## config.mk

```make
export PLATFORM = sky130hd
export DESIGN_NAME = reno_subflow_cwnd_engine_flat
export DESIGN_NICKNAME = d
export VERILOG_FILES = /design/src/sv/rsce_pkg.sv /design/src/sv/rsce_if.sv /design/src/sv/rsce_div.sv /design/src/sv/rsce_ctrl.sv /design/src/sv/rsce_dpath.sv /design/src/sv/reno_subflow_cwnd_engine.sv /design/src/flat_wrapper.sv
export SDC_FILE = /design/constraint.sdc
export NUM_CORES = 2
export LEC_CHECK = 0
export ABC_CLOCK_PERIOD_IN_PS = 11100
export BUFFER_PORTS_ARGS = -buffer_cell sky130_fd_sc_hd__buf_2
export CORE_MARGIN = 2
export CORE_UTILIZATION = 25
export DETAILED_ROUTE_END_ITERATION = 7
export HOLD_SLACK_MARGIN = 0.06
export PLACE_DENSITY = 0.47
export SYNTH_ARGS = -nofsm -noshare
export SYNTH_HDL_FRONTEND = slang
export SYNTH_HIERARCHICAL = 1
export SYNTH_SLANG_ARGS = --single-unit
```

## constraint.sdc

```tcl
create_clock -name clk -period 11.1 [get_ports clk]
set_input_delay 2.775 -clock clk [delete_from_list [all_inputs] [get_ports clk]]
set_output_delay 2.775 -clock clk [all_outputs]
set_load 0.02 [all_outputs]
```

## src/sv/rsce_pkg.sv

```systemverilog
// ---------------------------------------------------------------------------
// rsce_pkg
// shared types and constants of the Reno subflow window engine
// ---------------------------------------------------------------------------
`default_nettype none
package rsce_pkg;

	localparam int unsigned APB_AW = 4;

	// register indexes
	localparam logic [1:0] REG_SEG_SIZE  = 2'd0;
	localparam logic [1:0] REG_SACK_ON   = 2'd1;
	localparam logic [1:0] REG_INIT_WIN  = 2'd2;
	localparam logic [1:0] REG_INIT_THR  = 2'd3;

	// reset values
	localparam logic [15:0] SEG_SIZE_RST = 16'd1448;
	localparam logic        SACK_ON_RST  = 1'b1;
	localparam logic [31:0] INIT_WIN_RST = 32'd4380;
	localparam logic [31:0] INIT_THR_RST = 32'hFFFF_FFFF;

	// event kinds
	localparam logic [2:0] KIND_SENT    = 3'd0;
	localparam logic [2:0] KIND_ACK     = 3'd1;
	localparam logic [2:0] KIND_DUPACK  = 3'd2;
	localparam logic [2:0] KIND_RACK    = 3'd3;
	localparam logic [2:0] KIND_TIMEOUT = 3'd4;

	// multiplier operand selects
	localparam logic [1:0] MUL_USABLE = 2'd0;
	localparam logic [1:0] MUL_HALF   = 2'd1;
	localparam logic [1:0] MUL_AVOID  = 2'd2;

	typedef struct packed {
		logic [2:0]  kind;
		logic [31:0] una_seq;
		logic [31:0] max_seq;
		logic [31:0] inflight;
		logic        dup_threshold_hit;
		logic        pacer_limited;
		logic        meta_has_data;
		logic        rto_response;
		logic        rto_abort;
	} item_t;

	typedef struct packed {
		logic [31:0] window;
		logic [31:0] threshold;
		logic [31:0] prior_window;
		logic [31:0] window_segments;
		logic [31:0] recover_point;
		logic        recovering;
		logic        send_request;
		logic        retransmit_request;
		logic        timer_restart;
	} result_t;

	typedef struct packed {
		logic       load_item;
		logic       div_start;
		logic       div_keep;
		logic       mul_en;
		logic [1:0] mul_sel;
		logic       update;
		logic       load_result;
	} cmd_t;

	typedef struct packed {
		logic div_done;
	} status_t;

	function automatic logic seq_ge(input logic [31:0] a, input logic [31:0] b);
		logic [31:0] d;
		d = a - b;
		return ~d[31];
	endfunction

endpackage
`default_nettype wire

```

## src/sv/rsce_if.sv

```systemverilog
// ---------------------------------------------------------------------------
// rsce_in_if / rsce_out_if
// valid/ready channels for event requests and window results
// ---------------------------------------------------------------------------
`default_nettype none
interface rsce_in_if;
	logic        valid;
	logic        ready;
	logic [2:0]  kind;
	logic [31:0] una_seq;
	logic [31:0] max_seq;
	logic [31:0] inflight;
	logic        dup_threshold_hit;
	logic        pacer_limited;
	logic        meta_has_data;
	logic        rto_response;
	logic        rto_abort;

	modport source (output valid, kind, una_seq, max_seq, inflight, dup_threshold_hit,
		pacer_limited, meta_has_data, rto_response, rto_abort, input ready);
	modport sink (input valid, kind, una_seq, max_seq, inflight, dup_threshold_hit,
		pacer_limited, meta_has_data, rto_response, rto_abort, output ready);
endinterface

interface rsce_out_if;
	logic        valid;
	logic        ready;
	logic [31:0] window;
	logic [31:0] threshold;
	logic [31:0] prior_window;
	logic [31:0] window_segments;
	logic [31:0] recover_point;
	logic        recovering;
	logic        send_request;
	logic        retransmit_request;
	logic        timer_restart;

	modport source (output valid, window, threshold, prior_window, window_segments,
		recover_point, recovering, send_request, retransmit_request, timer_restart,
		input ready);
	modport sink (input valid, window, threshold, prior_window, window_segments,
		recover_point, recovering, send_request, retransmit_request, timer_restart,
		output ready);
endinterface
`default_nettype wire

```

## src/sv/rsce_div.sv

```systemverilog
// ---------------------------------------------------------------------------
// rsce_div
// restoring divider, 32-bit dividend by 16-bit divisor, one bit per cycle
// ---------------------------------------------------------------------------
`default_nettype none
module rsce_div (
	input  wire logic        clk,
	input  wire logic        arst_n,
	input  wire logic        start,
	input  wire logic [31:0] dividend,
	input  wire logic [15:0] divisor,
	output logic [31:0]      quotient,
	output logic             done
);
	logic        busy_q;
	logic [4:0]  cnt_q;
	logic [15:0] rem_q;
	logic [31:0] quo_q;
	logic [16:0] rem_sh;
	logic [16:0] rem_sub;
	logic        take;

	// one quotient bit per step
	always_comb begin
		rem_sh  = {rem_q, quo_q[31]};
		rem_sub = rem_sh - {1'b0, divisor};
		take    = rem_sh >= {1'b0, divisor};
	end

	always_ff @(posedge clk or negedge arst_n) begin
		if (!arst_n) begin
			busy_q <= 1'b0;
			cnt_q  <= '0;
			done   <= 1'b0;
		end else begin
			done <= 1'b0;
			if (start) begin
				busy_q <= 1'b1;
				cnt_q  <= 5'd31;
			end else if (busy_q) begin
				cnt_q <= cnt_q - 5'd1;
				if (cnt_q == 5'd0) begin
					busy_q <= 1'b0;
					done   <= 1'b1;
				end
			end
		end
	end

	// payload
	always_ff @(posedge clk) begin
		if (start) begin
			rem_q <= '0;
			quo_q <= dividend;
		end else if (busy_q) begin
			rem_q <= take ? rem_sub[15:0] : rem_sh[15:0];
			quo_q <= {quo_q[30:0], take};
		end
	end

	assign quotient = quo_q;
endmodule
`default_nettype wire

```

## src/sv/rsce_ctrl.sv

```systemverilog
// ---------------------------------------------------------------------------
// rsce_ctrl
// sequencer: divide, three multiplies, update, divide, deliver
// ---------------------------------------------------------------------------
`default_nettype none
module rsce_ctrl (
	input  wire logic             clk,
	input  wire logic             arst_n,
	input  wire logic             in_valid,
	output logic                  in_ready,
	output logic                  out_valid,
	input  wire logic             out_ready,
	input  wire rsce_pkg::status_t sts,
	output rsce_pkg::cmd_t        cmd
);
	import rsce_pkg::*;

	typedef enum logic [2:0] {
		ST_IDLE, ST_DIV_A, ST_MUL_U, ST_MUL_H, ST_MUL_A, ST_UPD, ST_DIV_B, ST_DONE
	} state_t;

	state_t state_q;
	logic   accept;

	assign in_ready = (state_q == ST_IDLE);
	assign accept   = in_valid && in_ready;

	// commands decoded from the state
	always_comb begin
		cmd             = '0;
		cmd.load_item   = accept;
		cmd.div_start   = accept;
		unique case (state_q)
			ST_IDLE:  ;
			ST_DIV_A: cmd.div_keep = sts.div_done;
			ST_MUL_U: begin
				cmd.mul_en  = 1'b1;
				cmd.mul_sel = MUL_USABLE;
			end
			ST_MUL_H: begin
				cmd.mul_en  = 1'b1;
				cmd.mul_sel = MUL_HALF;
			end
			ST_MUL_A: begin
				cmd.mul_en  = 1'b1;
				cmd.mul_sel = MUL_AVOID;
			end
			ST_UPD: begin
				cmd.update    = 1'b1;
				cmd.div_start = 1'b1;
			end
			ST_DIV_B: ;
			ST_DONE:  cmd.load_result = !out_valid || out_ready;
			default:  ;
		endcase
	end

	// state and output valid
	always_ff @(posedge clk or negedge arst_n) begin
		if (!arst_n) begin
			state_q   <= ST_IDLE;
			out_valid <= 1'b0;
		end else begin
			if (out_valid && out_ready)
				out_valid <= 1'b0;
			unique case (state_q)
				ST_IDLE:  if (accept) state_q <= ST_DIV_A;
				ST_DIV_A: if (sts.div_done) state_q <= ST_MUL_U;
				ST_MUL_U: state_q <= ST_MUL_H;
				ST_MUL_H: state_q <= ST_MUL_A;
				ST_MUL_A: state_q <= ST_UPD;
				ST_UPD:   state_q <= ST_DIV_B;
				ST_DIV_B: if (sts.div_done) state_q <= ST_DONE;
				ST_DONE: begin
					if (!out_valid || out_ready) begin
						out_valid <= 1'b1;
						state_q   <= ST_IDLE;
					end
				end
				default:  state_q <= ST_IDLE;
			endcase
		end
	end
endmodule
`default_nettype wire

```

## src/sv/rsce_dpath.sv

```systemverilog
// ---------------------------------------------------------------------------
// rsce_dpath
// window state, shared divider and multiplier, event update and result
// ---------------------------------------------------------------------------
`default_nettype none
module rsce_dpath (
	input  wire logic             clk,
	input  wire logic             arst_n,
	input  wire rsce_pkg::cmd_t   cmd,
	output rsce_pkg::status_t     sts,
	input  wire rsce_pkg::item_t  item,
	input  wire logic [15:0]      seg_size,
	input  wire logic             sack_on,
	output rsce_pkg::result_t     res
);
	import rsce_pkg::*;

	// engine state
	logic [31:0] cwnd_q, ssthresh_q, avoid_q, rseq_q, peak_q, mark_q;
	logic        inrec_q, limited_q;

	item_t       item_q;
	logic [31:0] quo_q, usable_q, half_q, prior_q;
	logic [47:0] aprod_q;
	logic        snd_q, rtx_q, tmr_q;

	logic [31:0] div_quo;
	logic        div_done;
	logic [31:0] div_dividend;
	logic        seg_nz;
	logic [31:0] segs1, segs_half, avoid_inc, mul_a;
	logic [47:0] mul_p;
	logic [32:0] seg_ext;

	// event update
	logic [31:0] n_cwnd, n_ss, n_avoid, n_rseq, n_peak, n_mark;
	logic        n_inrec, n_lim, n_snd, n_rtx, n_tmr;
	logic        sample, wlim, start_rec, rec_after;
	logic [32:0] infl_seg, cwnd_seg;

	assign seg_nz  = (seg_size != 16'd0);
	assign seg_ext = {17'd0, seg_size};

	// second pass divides the window being written in the update cycle
	assign div_dividend = cmd.update ? n_cwnd : cwnd_q;

	rsce_div u_div (
		.clk      (clk),
		.arst_n   (arst_n),
		.start    (cmd.div_start),
		.dividend (div_dividend),
		.divisor  (seg_size),
		.quotient (div_quo),
		.done     (div_done)
	);
	assign sts.div_done = div_done;

	// shared multiplier operands
	always_comb begin
		segs1     = (quo_q == 32'd0) ? 32'd1 : quo_q;
		segs_half = (segs1 >> 1) < 32'd2 ? 32'd2 : (segs1 >> 1);
		avoid_inc = (avoid_q != 32'hFFFF_FFFF) ? avoid_q + 32'd1 : avoid_q;
		case (cmd.mul_sel)
			MUL_USABLE: mul_a = segs1;
			MUL_HALF:   mul_a = segs_half;
			default:    mul_a = avoid_inc;
		endcase
		mul_p = {16'd0, mul_a} * {32'd0, seg_size};
	end

	// item, quotient and products
	always_ff @(posedge clk) begin
		if (cmd.load_item)
			item_q <= item;
		if (cmd.div_keep)
			quo_q <= div_quo;
		if (cmd.mul_en) begin
			case (cmd.mul_sel)
				MUL_USABLE: usable_q <= mul_p[31:0];
				MUL_HALF:   half_q   <= mul_p[31:0];
				default:    aprod_q  <= mul_p;
			endcase
		end
	end

	always_comb begin
		n_cwnd   = cwnd_q;
		n_ss     = ssthresh_q;
		n_avoid  = avoid_q;
		n_rseq   = rseq_q;
		n_peak   = peak_q;
		n_mark   = mark_q;
		n_inrec  = inrec_q;
		n_lim    = limited_q;
		n_snd    = 1'b0;
		n_rtx    = 1'b0;
		n_tmr    = 1'b0;
		infl_seg = {1'b0, item_q.inflight} + seg_ext;
		cwnd_seg = {1'b0, cwnd_q} + seg_ext;
		sample   = item_q.inflight >= usable_q;
		start_rec = 1'b0;
		rec_after = 1'b0;

		// cwnd-limited test
		wlim = 1'b0;
		if (seg_nz) begin
			if (item_q.pacer_limited)
				wlim = 1'b1;
			else if (item_q.meta_has_data && infl_seg >= {1'b0, usable_q})
				wlim = 1'b1;
			else if (limited_q)
				wlim = 1'b1;
			else if (cwnd_q < ssthresh_q)
				wlim = {1'b0, usable_q} < {peak_q, 1'b0};
		end

		case (item_q.kind)
			KIND_SENT: begin
				if (seg_nz && (mark_q == 32'd0 || seq_ge(item_q.una_seq, mark_q) || sample ||
						(!limited_q && item_q.inflight > peak_q))) begin
					n_lim  = sample;
					n_peak = item_q.inflight;
					n_mark = item_q.max_seq;
				end
			end
			KIND_ACK: begin
				if (sack_on && inrec_q) begin
					if (seq_ge(item_q.una_seq, rseq_q)) begin
						n_cwnd  = ssthresh_q;
						n_inrec = 1'b0;
					end
				end else begin
					if (wlim) begin
						if (cwnd_q < ssthresh_q) begin
							n_cwnd = cwnd_seg[32] ? 32'hFFFF_FFFF : cwnd_seg[31:0];
						end else if (seg_nz) begin
							n_avoid = avoid_inc;
							if (aprod_q >= {16'd0, cwnd_q}) begin
								if (!cwnd_seg[32])
									n_cwnd = cwnd_seg[31:0];
								n_avoid = 32'd0;
							end
						end
					end
					n_snd = 1'b1;
				end
			end
			KIND_DUPACK: begin
				start_rec = item_q.dup_threshold_hit && sack_on && !inrec_q &&
					(rseq_q == 32'd0 || seq_ge(item_q.una_seq, rseq_q));
				rec_after = inrec_q || start_rec;
				n_rtx     = start_rec;
				n_tmr     = item_q.dup_threshold_hit && rec_after;
				n_snd     = !rec_after;
			end
			KIND_RACK: begin
				if (sack_on) begin
					start_rec = !inrec_q;
					n_rtx     = 1'b1;
					n_tmr     = 1'b1;
				end
			end
			KIND_TIMEOUT: begin
				if (!item_q.rto_abort) begin
					if (item_q.rto_response && seg_nz) begin
						n_ss    = half_q;
						n_avoid = 32'd0;
					end
					n_cwnd = {16'd0, seg_size};
					n_snd  = 1'b1;
				end
			end
			default: ;
		endcase

		// recovery entry: halve threshold, window from inflight
		if (start_rec) begin
			n_rseq  = item_q.max_seq;
			n_inrec = 1'b1;
			if (seg_nz) begin
				n_ss    = half_q;
				n_avoid = 32'd0;
			end
			n_cwnd = infl_seg[32] ? 32'hFFFF_FFFF : infl_seg[31:0];
		end
	end

	// control state
	always_ff @(posedge clk or negedge arst_n) begin
		if (!arst_n) begin
			cwnd_q     <= INIT_WIN_RST;
			ssthresh_q <= INIT_THR_RST;
			avoid_q    <= '0;
			rseq_q     <= '0;
			inrec_q    <= 1'b0;
			limited_q  <= 1'b0;
			peak_q     <= '0;
			mark_q     <= '0;
		end else if (cmd.update) begin
			cwnd_q     <= n_cwnd;
			ssthresh_q <= n_ss;
			avoid_q    <= n_avoid;
			rseq_q     <= n_rseq;
			inrec_q    <= n_inrec;
			limited_q  <= n_lim;
			peak_q     <= n_peak;
			mark_q     <= n_mark;
		end
	end

	// per-event flags and prior window
	always_ff @(posedge clk) begin
		if (cmd.update) begin
			prior_q <= cwnd_q;
			snd_q   <= n_snd;
			rtx_q   <= n_rtx;
			tmr_q   <= n_tmr;
		end
	end

	// result register
	always_ff @(posedge clk) begin
		if (cmd.load_result) begin
			res.window             <= cwnd_q;
			res.threshold          <= ssthresh_q;
			res.prior_window       <= prior_q;
			res.window_segments    <= seg_nz ? div_quo : 32'd0;
			res.recover_point      <= rseq_q;
			res.recovering         <= inrec_q;
			res.send_request       <= snd_q;
			res.retransmit_request <= rtx_q;
			res.timer_restart      <= tmr_q;
		end
	end
endmodule
`default_nettype wire

```

## src/sv/reno_subflow_cwnd_engine.sv

```systemverilog
// ---------------------------------------------------------------------------
// reno_subflow_cwnd_engine
// Reno congestion window engine for one subflow
// ---------------------------------------------------------------------------
// Takes one event request (data sent, new ack, duplicate ack, rack loss,
// timeout) and returns one result with the new window, threshold, recovery
// state and request flags. One event is processed at a time: a pass of the
// bit-serial divider (cwnd / seg_size before the update), a step to pick up
// its quotient, three products on the shared multiplier, the update, a
// second divider pass (cwnd / seg_size after the update) and the load of the
// result register, which waits while an earlier result is unaccepted. The
// next request is taken as soon as the result is loaded, even while it
// still waits on the output. Registers sit on an APB port at 4*index.
`default_nettype none
module reno_subflow_cwnd_engine (
	input  wire logic                       clk,
	input  wire logic                       arst_n,
	input  wire logic                       psel,
	input  wire logic                       penable,
	input  wire logic                       pwrite,
	input  wire logic [rsce_pkg::APB_AW-1:0] paddr,
	input  wire logic [31:0]                pwdata,
	output logic [31:0]                     prdata,
	output logic                            pready,
	rsce_in_if.sink                         in_ch,
	rsce_out_if.source                      out_ch
);
	import rsce_pkg::*;

	logic [15:0] seg_size_q;
	logic        sack_on_q;
	logic [31:0] init_win_q, init_thr_q;
	logic [1:0]  reg_idx;
	cmd_t        cmd;
	status_t     sts;
	item_t       item;
	result_t     res;

	assign pready  = 1'b1;
	assign reg_idx = paddr[3:2];

	// configuration registers
	always_ff @(posedge clk or negedge arst_n) begin
		if (!arst_n) begin
			seg_size_q <= SEG_SIZE_RST;
			sack_on_q  <= SACK_ON_RST;
			init_win_q <= INIT_WIN_RST;
			init_thr_q <= INIT_THR_RST;
		end else if (psel && penable && pwrite && pready) begin
			unique case (reg_idx)
				REG_SEG_SIZE: seg_size_q <= pwdata[15:0];
				REG_SACK_ON:  sack_on_q  <= pwdata[0];
				REG_INIT_WIN: init_win_q <= pwdata;
				REG_INIT_THR: init_thr_q <= pwdata;
				default:      ;
			endcase
		end
	end

	// register read
	always_comb begin
		unique case (reg_idx)
			REG_SEG_SIZE: prdata = {16'd0, seg_size_q};
			REG_SACK_ON:  prdata = {31'd0, sack_on_q};
			REG_INIT_WIN: prdata = init_win_q;
			REG_INIT_THR: prdata = init_thr_q;
			default:      prdata = '0;
		endcase
	end

	// request payload
	assign item.kind              = in_ch.kind;
	assign item.una_seq           = in_ch.una_seq;
	assign item.max_seq           = in_ch.max_seq;
	assign item.inflight          = in_ch.inflight;
	assign item.dup_threshold_hit = in_ch.dup_threshold_hit;
	assign item.pacer_limited     = in_ch.pacer_limited;
	assign item.meta_has_data     = in_ch.meta_has_data;
	assign item.rto_response      = in_ch.rto_response;
	assign item.rto_abort         = in_ch.rto_abort;

	rsce_ctrl u_ctrl (
		.clk       (clk),
		.arst_n    (arst_n),
		.in_valid  (in_ch.valid),
		.in_ready  (in_ch.ready),
		.out_valid (out_ch.valid),
		.out_ready (out_ch.ready),
		.sts       (sts),
		.cmd       (cmd)
	);

	rsce_dpath u_dpath (
		.clk      (clk),
		.arst_n   (arst_n),
		.cmd      (cmd),
		.sts      (sts),
		.item     (item),
		.seg_size (seg_size_q),
		.sack_on  (sack_on_q),
		.res      (res)
	);

	// result payload
	assign out_ch.window             = res.window;
	assign out_ch.threshold          = res.threshold;
	assign out_ch.prior_window       = res.prior_window;
	assign out_ch.window_segments    = res.window_segments;
	assign out_ch.recover_point      = res.recover_point;
	assign out_ch.recovering         = res.recovering;
	assign out_ch.send_request       = res.send_request;
	assign out_ch.retransmit_request = res.retransmit_request;
	assign out_ch.timer_restart      = res.timer_restart;
endmodule
`default_nettype wire
```

## src/flat_wrapper.sv

```systemverilog
// flat-port wrapper written by rule: the top's interface ports become plain ports
module reno_subflow_cwnd_engine_flat import rsce_pkg::*;
  (clk, arst_n, psel, penable, pwrite, paddr, pwdata, prdata, pready, in_ch_valid, in_ch_kind, in_ch_una_seq, in_ch_max_seq, in_ch_inflight, in_ch_dup_threshold_hit, in_ch_pacer_limited, in_ch_meta_has_data, in_ch_rto_response, in_ch_rto_abort, in_ch_ready, out_ch_valid, out_ch_window, out_ch_threshold, out_ch_prior_window, out_ch_window_segments, out_ch_recover_point, out_ch_recovering, out_ch_send_request, out_ch_retransmit_request, out_ch_timer_restart, out_ch_ready);
  rsce_in_if in_ch_i ();
  rsce_out_if out_ch_i ();
  input  wire logic clk;
  input  wire logic arst_n;
  input  wire logic psel;
  input  wire logic penable;
  input  wire logic pwrite;
  input  wire logic [rsce_pkg::APB_AW-1:0] paddr;
  input  wire logic [31:0] pwdata;
  output logic [31:0] prdata;
  output logic pready;
  input wire logic [$bits(in_ch_i.valid)-1:0] in_ch_valid;
  input wire logic [$bits(in_ch_i.kind)-1:0] in_ch_kind;
  input wire logic [$bits(in_ch_i.una_seq)-1:0] in_ch_una_seq;
  input wire logic [$bits(in_ch_i.max_seq)-1:0] in_ch_max_seq;
  input wire logic [$bits(in_ch_i.inflight)-1:0] in_ch_inflight;
  input wire logic [$bits(in_ch_i.dup_threshold_hit)-1:0] in_ch_dup_threshold_hit;
  input wire logic [$bits(in_ch_i.pacer_limited)-1:0] in_ch_pacer_limited;
  input wire logic [$bits(in_ch_i.meta_has_data)-1:0] in_ch_meta_has_data;
  input wire logic [$bits(in_ch_i.rto_response)-1:0] in_ch_rto_response;
  input wire logic [$bits(in_ch_i.rto_abort)-1:0] in_ch_rto_abort;
  output wire logic [$bits(in_ch_i.ready)-1:0] in_ch_ready;
  output wire logic [$bits(out_ch_i.valid)-1:0] out_ch_valid;
  output wire logic [$bits(out_ch_i.window)-1:0] out_ch_window;
  output wire logic [$bits(out_ch_i.threshold)-1:0] out_ch_threshold;
  output wire logic [$bits(out_ch_i.prior_window)-1:0] out_ch_prior_window;
  output wire logic [$bits(out_ch_i.window_segments)-1:0] out_ch_window_segments;
  output wire logic [$bits(out_ch_i.recover_point)-1:0] out_ch_recover_point;
  output wire logic [$bits(out_ch_i.recovering)-1:0] out_ch_recovering;
  output wire logic [$bits(out_ch_i.send_request)-1:0] out_ch_send_request;
  output wire logic [$bits(out_ch_i.retransmit_request)-1:0] out_ch_retransmit_request;
  output wire logic [$bits(out_ch_i.timer_restart)-1:0] out_ch_timer_restart;
  input wire logic [$bits(out_ch_i.ready)-1:0] out_ch_ready;
  assign in_ch_i.valid = in_ch_valid;
  assign in_ch_i.kind = in_ch_kind;
  assign in_ch_i.una_seq = in_ch_una_seq;
  assign in_ch_i.max_seq = in_ch_max_seq;
  assign in_ch_i.inflight = in_ch_inflight;
  assign in_ch_i.dup_threshold_hit = in_ch_dup_threshold_hit;
  assign in_ch_i.pacer_limited = in_ch_pacer_limited;
  assign in_ch_i.meta_has_data = in_ch_meta_has_data;
  assign in_ch_i.rto_response = in_ch_rto_response;
  assign in_ch_i.rto_abort = in_ch_rto_abort;
  assign in_ch_ready = in_ch_i.ready;
  assign out_ch_valid = out_ch_i.valid;
  assign out_ch_window = out_ch_i.window;
  assign out_ch_threshold = out_ch_i.threshold;
  assign out_ch_prior_window = out_ch_i.prior_window;
  assign out_ch_window_segments = out_ch_i.window_segments;
  assign out_ch_recover_point = out_ch_i.recover_point;
  assign out_ch_recovering = out_ch_i.recovering;
  assign out_ch_send_request = out_ch_i.send_request;
  assign out_ch_retransmit_request = out_ch_i.retransmit_request;
  assign out_ch_timer_restart = out_ch_i.timer_restart;
  assign out_ch_i.ready = out_ch_ready;
  reno_subflow_cwnd_engine u_core (.clk(clk), .arst_n(arst_n), .psel(psel), .penable(penable), .pwrite(pwrite), .paddr(paddr), .pwdata(pwdata), .prdata(prdata), .pready(pready), .in_ch(in_ch_i), .out_ch(out_ch_i));
endmodule
```

Word level (Yosys, flattened, before mapping)
Cells that the tools add are included.
- multiply operators: 1
- equality and inequality tests: 21
- magnitude comparators: 8
- add/subtract/negate cells: 7
- bitwise operators: 3
- shift-type cells: 0
- divide/modulo/power cells: 0
- reduce and logical (&&, ||, !) cells: 47
- mux-type cells: 74
- operators by type and width (operator ; number):
    32-bit 2-to-1 mux ; 30
    32-bit one-hot mux with 2 select lines ; 3
    32-bit one-hot mux with 4 select lines ; 1
    32-bit logical NOT ; 3
    32-bit by 16-bit adder with 33-bit output ; 2
    32-bit subtractor ; 2
    48-bit by 32-bit greater-or-equal comparator with 1-bit output ; 1
    32-bit by 16-bit multiplier with 48-bit output ; 1
    33-bit by 32-bit greater-or-equal comparator with 1-bit output ; 1
    32-bit by 33-bit less-than comparator with 1-bit output ; 1
    32-bit by 1-bit adder with 32-bit output, second input constant ; 1
    32-bit greater-or-equal comparator ; 1
    32-bit > comparator ; 1
    32-bit less-than comparator ; 1
    32-bit inequality test, second input constant ; 1
    31-bit by 2-bit less-than comparator with 1-bit output, second input constant ; 1
    31-bit 2-to-1 mux ; 1
    1-bit 2-to-1 mux ; 26
    3-bit one-hot mux with 8 select lines ; 1
    17-bit by 16-bit greater-or-equal comparator with 1-bit output ; 1
    16-bit 2-to-1 mux ; 1
    2-bit AND reduction ; 8
    16-bit nonzero test ; 1
    16-bit subtractor ; 1
    24 further kinds ; 70
- register bits: 781
- latch bits: 0
- memory bits (read-only): 0
- output and inout bits: 199
- input port bits: 147
- logic and storage cells: 206
- RAM bits: 0
- memories: 0

Logic depth before layout (Yosys ltp)
- depth in word-level cells: 12
- mapped depth: 37
- depth with buffers taken out: 34

Modules after synthesis
Netlist, hierarchy kept.
- by module, submodules not included (module ; sequential area each (um^2) ; instances ; area an instance (um^2) ; cells each):
    rsce_dpath ; 18323.8 ; 1 ; 48718.0 ; 4594
    reno_subflow_cwnd_engine ; 2080.7 ; 1 ; 3878.7 ; 252
    rsce_div ; 1456.4 ; 1 ; 3350.7 ; 324
    rsce_ctrl ; 100.1 ; 1 ; 300.3 ; 33

Worst setup path after synthesis
OpenSTA, ideal clock, no wires.
- path type: reg2reg
- start point: reg u_core.u_dpath.avoid_q[13]
- end point: reg u_core.u_dpath.aprod_q[41] (data pin)
- arrival time: 8332 ps
- cell stages (with the launch flop): 34
- setup slack: 2508 ps
- cell sequence: dfrtp_1 -> clkbuf_2 -> nand4_1 -> nor4_2 -> nand2_1 -> or3_1 -> buf_2 -> nand3_2 -> nor2_1 -> nand3_1 -> xor2_1 -> a21oi_1 -> clkbuf_1 -> nand2_1 -> fa_1 -> inv_1 -> fa_1 -> fa_1 -> fa_1 -> fa_1 -> inv_1 -> fa_1 -> inv_1 -> ha_1 -> a2111oi_0 -> o21ai_0 -> and3_1 -> nor4_1 -> a21bo_2 -> a31oi_1 -> o21ai_0 -> nand3b_1 -> a31oi_1 -> xnor2_1
- longest elaborated chain between the ends: 4
- elaborated cells between the ends (all ways): 5
- those cells by class: add/sub: 1; mul: 1; eq/ne: 1; mux: 2
- ends and longest elaborated chain (element ; line ; text):
    start: declaration ; rsce_dpath.sv:19 ; logic [31:0] cwnd_q, ssthresh_q, avoid_q, rseq_q, peak_q, mark_q;
    start signal: assignment ; rsce_dpath.sv:202 ; avoid_q <= n_avoid;
    32-bit by 1-bit adder with 32-bit output or 32-bit inequality test (tied branches) ; rsce_dpath.sv:62 ; avoid_inc = (avoid_q != 32'hFFFF_FFFF) ? avoid_q + 32'd1 : avoid_q;
    32-bit 2-to-1 mux * ; rsce_dpath.sv:62 ;
    32-bit one-hot mux with 2 select lines * ; rsce_dpath.sv:63 ; case (cmd.mul_sel)
    32-bit by 16-bit multiplier with 48-bit output * ; rsce_dpath.sv:68 ; mul_p = {16'd0, mul_a} * {32'd0, seg_size};
    named net u_core.u_dpath.mul_p[41] ; rsce_dpath.sv:32 ; logic [47:0] mul_p;
    end signal: assignment ; rsce_dpath.sv:81 ; default: aprod_q <= mul_p;
    end: declaration ; rsce_dpath.sv:24 ; logic [47:0] aprod_q;
The timed path passes the listed nets; every way through them passes the cells marked *.
A chain may end at the register's enable or synchronous reset.

Worst setup path in the final report
- start point: reg u_core.u_dpath.avoid_q[12]
- end point: reg u_core.u_dpath.aprod_q[41] (data pin)
The elaborated chain is that of the path after synthesis.

==> qor.csv <==
stage,metric,value,unit
logic_synthesis,syn_nets,6191,
clock_tree,clk_pin_slew,0.07,ns
placed_design,place_hpwl,142000,um
timing,rsz0062_at_grt,false,
setup_path,crit_path_frequent_cell,fa_1,
clock_tree,clock_path_buffers,3,
floorplan,core,224000,um2
drt,drtAntennaViolNets,0,
floorplan,die_w,478,um
clock_tree,cts_tree,done,
clock_tree,clock_latency,0.77,ns
floorplan,fp.dieH,478,um
setup_path,path_class,register to register,
timing,finalSetupViolCount,0,
setup_path,worstPathArrival,10.61,ns
cells_and_area,num-fill-cells,23500,
setup_path,critPathLaunchType,register,
logic_synthesis,yosys_warnings,6,
drt,viasPerCell,4.75,
grt,grt_antenna_before_repair,20,
clock_tree,cts_resized,0,
cells_and_area,final_common_cell,inv_1,
cells_and_area,layout_common_cells,"inv_1, nand2_1, edfxtp_1",
cells_and_area,syn_to_final_growth,15.5,%
clock_tree,clock_sinks,781,
logic_synthesis,synth_edf_count,479,
floorplan,initial_core_util,25.1,%
grt,first_global_vias,42200,
timing,period_minus_slack,10.15,ns
logic_synthesis,synth_cell_types,100,
timing,final-hold-violation-count,0,
cells_and_area,final_area,65000,um2
drt,firstDrtPassIters,8,
drt,vias,40900,
clock_tree,hold_buffers,0,
floorplan,rows,174,
hold_path,hold_class,register to register,
cells_and_area,num-nets-final,6522,
cells_and_area,stdcell_count,8618,
clock_tree,post_cts_buffers,0,
setup_path,required,11.56,ns
timing,tns,0,ns
clock_tree,cts_buffers,94,
drt,drc_errors,0,
setup_path,path_max_fanout,16,
placed_design,dp.cells,8430,
timing,worst_pin_slew,1.28,ns
timing,finalClockSkew,0.0858,ns
placed_design,placed_cell_area,61700,um2
cells_and_area,drive_above_1_share,17.3,%
placed_design,gp_congestion,0.898,
setup_path,end_kind,register,
floorplan,die_area,229000,um2
grt,grt_max_degree,131,
floorplan,io_pins,346,
clock_tree,htree_levels,3,
placed_design,io_buffers,342,
logic_synthesis,synth_seq_cells,781,
grt,grtUsageTotal,16.5,%
grt,grt-ovfl-total,0,
logic_synthesis,ys_async_sr_fraction,36.6,%
logic_synthesis,synthFlopType,edfxtp_1,
setup_path,cpPeakStageDelay,0.85,ns
logic_synthesis,ys_seq_area_share,39.0,%
timing,slew_headroom,14.3,%
drt,post_drt_wl_per_cell,22.2,um
setup_path,cp_slowest_cell,o31a_1,
logic_synthesis,synth_cells,5203,
drt,wl,191000,um
outcome,status,"finished, final reports clean",
logic_synthesis,syn_area_per_cell,10.8,um2
clock_tree,clock-root-buffer,clkbuf_16,
job,drv_cap,0,
grt,grt_pass1_wl,284000,um
logic_synthesis,synth_area,56200,um2
timing,drv_slew,0,
timing,fmax,98.5,MHz
timing,period_share,91.5,%
drt,initialDrtViolationCount,3203,
-- cells in the mapped netlist, types with 14 or more instances --
master | number | area [um2]
inv_1 | 714 | 2680
nand2_1 | 513 | 1930
edfxtp_1 | 479 | 14400
fa_1 | 421 | 8430
ha_1 | 420 | 5260
and2_1 | 266 | 1660
a21oi_1 | 213 | 1070
dfrtp_1 | 206 | 5150
mux2_2 | 193 | 2170
o21ai_0 | 179 | 896
nor2_1 | 160 | 601
clkbuf_1 | 151 | 567
a21o_1 | 96 | 721
xnor2_1 | 86 | 753
dfstp_2 | 80 | 2100
nand3_1 | 80 | 400
nand4_1 | 76 | 475
a211oi_1 | 58 | 435
nor4_1 | 47 | 294
mux2i_1 | 46 | 460
nor3_1 | 43 | 215
xor2_1 | 43 | 377
nor2b_1 | 42 | 263
a31oi_1 | 37 | 231
o211ai_1 | 34 | 255
nand2b_1 | 32 | 200
a22o_1 | 31 | 272
mux2_4 | 30 | 450
buf_2 | 28 | 140
o31ai_1 | 28 | 210
and3_1 | 27 | 169
o21a_1 | 24 | 180
or3_1 | 22 | 138
o21bai_1 | 20 | 150
a211o_1 | 16 | 140
dfxtp_1 | 16 | 320
o21ai_1 | 14 | 70.1
o221ai_1 | 14 | 123
-- layout make-up --
class                           count  area, um2  share of cell area [%]
Tap cell                         2992       3740                    5.76
Antenna cell                       10       25.0                  0.0385
Sequential cell                   781      22000                    33.8
Inverter                          714       2680                    4.12
Clock inverter                     59        681                    1.05
Timing Repair Buffer              441       2480                    3.81
Clock buffer                      119       2580                    3.97
Multi-Input combinational cell   3502      30800                    47.4
-- path summary, 6_finish.rpt --
kind	cells past startpoint	slack, ns	startpoint	to
worst max register to register	28	0.95	u_core/u_dpath/avoid_q[12]	u_core/u_dpath/aprod_q[41]
max in group asynchronous	2	7.51	arst_n	u_core/u_dpath/cwnd_q[11]
worst max-delay path	28	0.95	u_core/u_dpath/avoid_q[12]	u_core/u_dpath/aprod_q[41]
min in group asynchronous	1	2.02	arst_n	u_core/u_dpath/rseq_q[18]
worst min register to register	0	0.42	u_core/u_dpath/prior_q[12]	u_core/u_dpath/res[80]
worst min-delay path	0	0.42	u_core/u_dpath/prior_q[12]	u_core/u_dpath/res[80]
-- registers in the layout (all words and copies together), names as in the netlist, 3 cells and up --
register,flops
u_core/u_dpath/ssthresh_q,32
u_core/u_dpath/res,164
u_core/u_dpath/u_div/rem_q,16
u_core/init_thr_q,32
u_core/u_dpath/cwnd_q,32
u_core/u_dpath/peak_q,32
u_core/u_dpath/avoid_q,32
u_core/u_dpath/prior_q,32
u_core/u_dpath/item_q,104
u_core/u_dpath/quo_q,32
u_core/u_dpath/mark_q,32
u_core/u_dpath/u_div/quotient,32
u_core/u_dpath/half_q,32
u_core/init_win_q,32
u_core/u_dpath/aprod_q,48
u_core/seg_size_q,16
u_core/u_dpath/u_div/cnt_q,5
u_core/u_dpath/rseq_q,32
u_core/u_dpath/usable_q,32
u_core/u_ctrl/state_q,3
-- stage by stage --
| step | utilization [%] | setup slack, ns | hold slack [ns] |
|---|---|---|---|
| floorplan | - | 2.51 | 0.400 |
| detailed placement | 27.5 | 1.09 | 0.405 |
| global route | 29.0 | 0.182 | 0.422 |
| CTS | 29.0 | 1.00 | 0.410 |
| finish | 29.0 | 0.949 | 0.418 |
| global placement | 27.5 | 1.01 | 0.403 |
-- critical path: cells and delay by family, from the launching register on --
family,cells,cell delay (ns)
XOR/XNOR,1,0.08
AO/OA/AOI/OAI,8,2.62
buffers and inverters,3,0.28
adder cells (fa/ha/maj),7,3.54
AND/OR/NAND/NOR,9,2.80
flip-flops,1,0.50
-- logic make-up (layout without fill, tap and decap cells) --
kind of cell	count (synthesis)	count (layout)	share of synthesized area (%)
other cells	1	11	0.00667
compound gates	894	894	10.5
flops	781	781	39.0
mux	271	271	5.56
fa+ha+maj	841	841	24.3
xor+xnor	130	130	2.05
simple gates	1365	1365	12.1
buf+inv	920	1333	6.34
-- metal layers --
layer | share of wire (%) | vias up | global-route usage, % | wire, um
met5 | 0.060 | - | 0 | 115
met3 | 5.8 | 317 | 2.72 | 11100
met2 | 47 | 1246 | 27.0 | 89000
met1 | 44 | 20700 | 22.2 | 84300
li1 | - | 18600 | - | -
met4 | 3.4 | 18 | 5.29 | 6440
Power is not shown: default switching activity piles up to over one toggle a cycle in this logic, so the estimate is an artifact.
